### src/sv/bspc_ram.sv
// ----------------------------------------------------------------------------
// bspc_ram
// Generic RAM, one write port and two registered read ports.
// ----------------------------------------------------------------------------
`default_nettype none

module bspc_ram #(
    parameter int WIDTH = 64,
    parameter int DEPTH = 64
) (
    input  wire logic                     clk,
    input  wire logic                     we,
    input  wire logic [$clog2(DEPTH)-1:0] waddr,
    input  wire logic [WIDTH-1:0]         wdata,
    input  wire logic [$clog2(DEPTH)-1:0] raddr_a,
    input  wire logic [$clog2(DEPTH)-1:0] raddr_b,
    output logic      [WIDTH-1:0]         rdata_a,
    output logic      [WIDTH-1:0]         rdata_b
);

    logic [WIDTH-1:0] mem [DEPTH];

    // write and registered reads
    always_ff @(posedge clk)
    begin
        if (we)
        begin
            mem[waddr] <= wdata;
        end
        rdata_a <= mem[raddr_a];
        rdata_b <= mem[raddr_b];
    end

endmodule

`default_nettype wire

### config.mk
export PLATFORM = sky130hd
export DESIGN_NAME = bspc_ram
export DESIGN_NICKNAME = d
export VERILOG_FILES = /design/src/sv/bspc_ram.sv
export SDC_FILE = /design/constraint.sdc
export NUM_CORES = 2
export LEC_CHECK = 0
export BUFFER_PORTS_ARGS = -buffer_cell sky130_fd_sc_hd__buf_2
export CORE_MARGIN = 3
export CORE_UTILIZATION = 55
export CTS_BUF_LIST = sky130_fd_sc_hd__clkbuf_4 sky130_fd_sc_hd__clkbuf_8
export CTS_CLUSTER_SIZE = 25
export DETAILED_ROUTE_END_ITERATION = 8
export PLACE_DENSITY_LB_ADDON = 0.12
export SYNTH_ARGS = -nofsm -noshare
export SYNTH_HDL_FRONTEND = slang
export SYNTH_SLANG_ARGS = --single-unit
### constraint.sdc
create_clock -name clk -period 8.6 [get_ports clk]
set_input_delay 0.86 -clock clk [delete_from_list [all_inputs] [get_ports clk]]
set_output_delay 0.86 -clock clk [all_outputs]
set_load 0.005 [all_outputs]
==> metrics.txt <==
result of the run=finished clean; Port-buffer cells=about 210; sum of net half-perimeters after detailed placement=~370 mm; Crit Path Max Fanout=29; part of the cycle the worst path needs=~45%; FF+latch count, synth=about 4200; number of endpoints with negative hold slack in the final report=0; number of instances in the synthesized netlist=~9000; largest family of logic cells by synthesized area=multiplexers; maximum clock path buffer count=4; number of vias after detailed routing=between 100k and 150k; filler instances=about 23000; Sinks on Clock Net=4224; initial antenna violation count=75; # nets final=about 9400; CTS buffer count=around 700; min Tclk post-route=~3.8 ns; aggregate negative setup slack=0 ns; routability-driven placement congestion ratio=between 0.8 and 0.9; worst-case vdd ir drop=0.000179 V; Req. time, crit path=approximately 9.8 ns; placeable core region=0.338 mm^2; most frequent cells in the layout=sky130_fd_sc_hd__edfxtp_1, sky130_fd_sc_hd__mux4_2, sky130_fd_sc_hd__clkbuf_8; buffers inserted during post-CTS setup optimization=0; drc violations=0; final WL=659 mm; Final Skew=roughly 0.073 ns; count of final setup violators=0; yosys synthesis warning count=0; area share of and/or/nand/nor cells after synthesis=1.08%; kind of start point of the critical path=input pin; setup repair after global routing missed its margin=no; Worst Tran Pin Value=1.44 ns; Clock Tree Root=sky130_fd_sc_hd__clkbuf_8; Setup Slack @ Placement=3.71 ns; hold slack final=between 0.2 and 0.25 ns; vias per std cell=slightly below 8; post-route core utilization=roughly 62%; Post-CTS Resized=0; clock-pin slew of the registers on the worst-case setup and hold paths=~0.060 ns; leading cell type in the layout, fill and taps excluded=sky130_fd_sc_hd__edfxtp_1; Arrival @ worst endpoint=roughly 5.0 ns; hold_buf cts=0; netlist area before placement=between 0.15 and 0.2 mm^2; maximum number of pins on one net before global-route repair=140; starting DRC count in detailed routing=between 15000 and 20000; number of max-slew violations in the final report=0; vias in the first global route=~110k; maximum level of the CTS H-tree=6; worst setup slack after layout=about 4.8 ns; type of the worst min-delay path=input pin to flip-flop; ports placed on the boundary=212; area of the multi-input gates=approximately 0.06 mm^2; Die Footprint=between 0.3 and 0.4 mm^2; relative area change from synthesis to final layout=11.1%; peak clock frequency supported by timing=around 0.26 GHz; net count after synthesis=slightly below 9000; footprint of the flip-flops and latches=0.126 mm^2; number of core rows=around 210; worst slew margin relative to its limit=roughly 4.2%; portion of the post-synthesis area used by sequential elements=about 67%; TritonRoute pass-1 iters=8; overall power=roughly 45 mW; synthesized-area fraction occupied by adder cells=0%; die width=between 500 and 600 um; mux share of post-synthesis cell area=between 20 and 30%; die span in y=between 500 and 600 um; fraction of final layout cells with drive strength greater than 1=between 30 and 40%; element type at the critical path end=flip-flop; wire length of the first global-routing pass=903 mm; clock latency on the worst-skew pair=1.28 ns; number of maximum-capacitance violations=0; Routed wire per std cell=approximately 45 um; area fraction in compound gates after synthesis=4.80%; overall routing resource usage=between 30% and 40%; number of cell instances on the worst register-to-register path=5; Hold Path Depth=3; area share of xor/xnor cells in the synthesized design=0%; Synth Area per Inst=21.2 um^2; cell leakage power=64.8 nW; number of distinct library cell variants in the gate-level netlist after synthesis=42; overall overflow remaining after global route=0; kind of critical path=input pin to flip-flop; Cell Pwr Density=about 210 mW/mm^2; CTS tree=done; Antenna Violating Nets Remaining=0; Starting Density=a little under three fifths
==> report_power, final <==
group          total [mW]  switching, mW  leakage [nW]  internal (mW)
clock network        18.0           8.39          7.43           9.63
logic                3.52           2.18          19.5           1.35
registers            23.1          0.241          37.9           22.8
total                44.6           10.8          64.8           33.8
==> sequential cells by signal, indices dropped and copies added, names as in the netlist <==
name,flops
mem,4096
rdata_a,64
rdata_b,64
==> routing by layer <==
layer,up-vias,part of all wire (%),track usage (%)
met4,36,6.3,21.8
met2,9940,45,54.8
met5,-,0.064,0.315
li1,40800,-,-
met3,1835,15,12.2
met1,59400,34,51.3
==> worst max-delay path, cell delays in order <==
cell and delay, ns:
sky130_fd_sc_hd__buf_4 0.25, sky130_fd_sc_hd__buf_4 0.35, sky130_fd_sc_hd__nor2b_1 0.21, sky130_fd_sc_hd__buf_4 0.26
sky130_fd_sc_hd__nand2_4 0.62, sky130_fd_sc_hd__buf_4 0.90, sky130_fd_sc_hd__o22ai_1 0.19, sky130_fd_sc_hd__nor4_1 0.96
sky130_fd_sc_hd__o22a_1 0.23
==> area by class of cell <==
type                       count  area share (%)
multi-input combinational   3874            28.3
inverter                       1         0.00300
sequential                  4224            60.2
tap                         4515            2.71
timing repair buffer         496            1.87
antenna                      130           0.156
clock buffer                 980            5.75
clock inverter               286           0.982
==> logic make-up after synthesis <==
group,Yosys count
DFF,4224
muxes,2209
AOI/OAI and AO/OA,1247
buffers and inverters,743
and+or+nand+nor,418
==> Yosys cell counts, drive strengths merged <==
master      n  share of area (%)
a2111oi    12              0.056
a211oi     79               0.32
a21oi     128               0.34
a221oi    153               0.78
a22o      136               0.63
a22oi      37               0.15
a311oi     13              0.061
a31oi      14              0.047
a32oi       5              0.023
and2        3              0.010
buf       445                1.5
clkbuf    297               0.60
dfxtp     128                1.4
edfxtp   4096                 65
inv         1             0.0020
mux2       16              0.096
mux2i     177               0.94
mux4     2016                 24
nand2      39              0.078
nand2b     18              0.060
nand3      18              0.048
nand3b      5              0.020
nand4       8              0.027
nand4b      2             0.0093
nor2      164               0.33
nor2b      30               0.10
nor3       63               0.17
nor4       55               0.18
o211a       5              0.027
o21ai       8              0.021
o221ai     73               0.34
o22a       51               0.24
o22ai     533                1.8
or2         6              0.020
or3         1             0.0033
or3b        3              0.014
or4         3              0.012
==> final timing paths <==
path                                  start          end  slack (ns)
worst min register to register  mem[14][63]  rdata_a[63]        0.89
worst max-delay path             raddr_b[3]  rdata_b[27]        4.77
worst min-delay path             raddr_a[4]  rdata_a[15]        0.22
worst max register to register   mem[30][0]   rdata_b[0]        6.28
==> stage by stage <==
stage,std cells,instance area [um^2]
3_3_place_gp,13100,194000
6_report,14500,209000
5_1_grt,14500,209000
4_1_cts,14400,208000
2_1_floorplan,8841,188000
3_5_place_dp,13100,194000
Power figures use the tool's default switching activity.
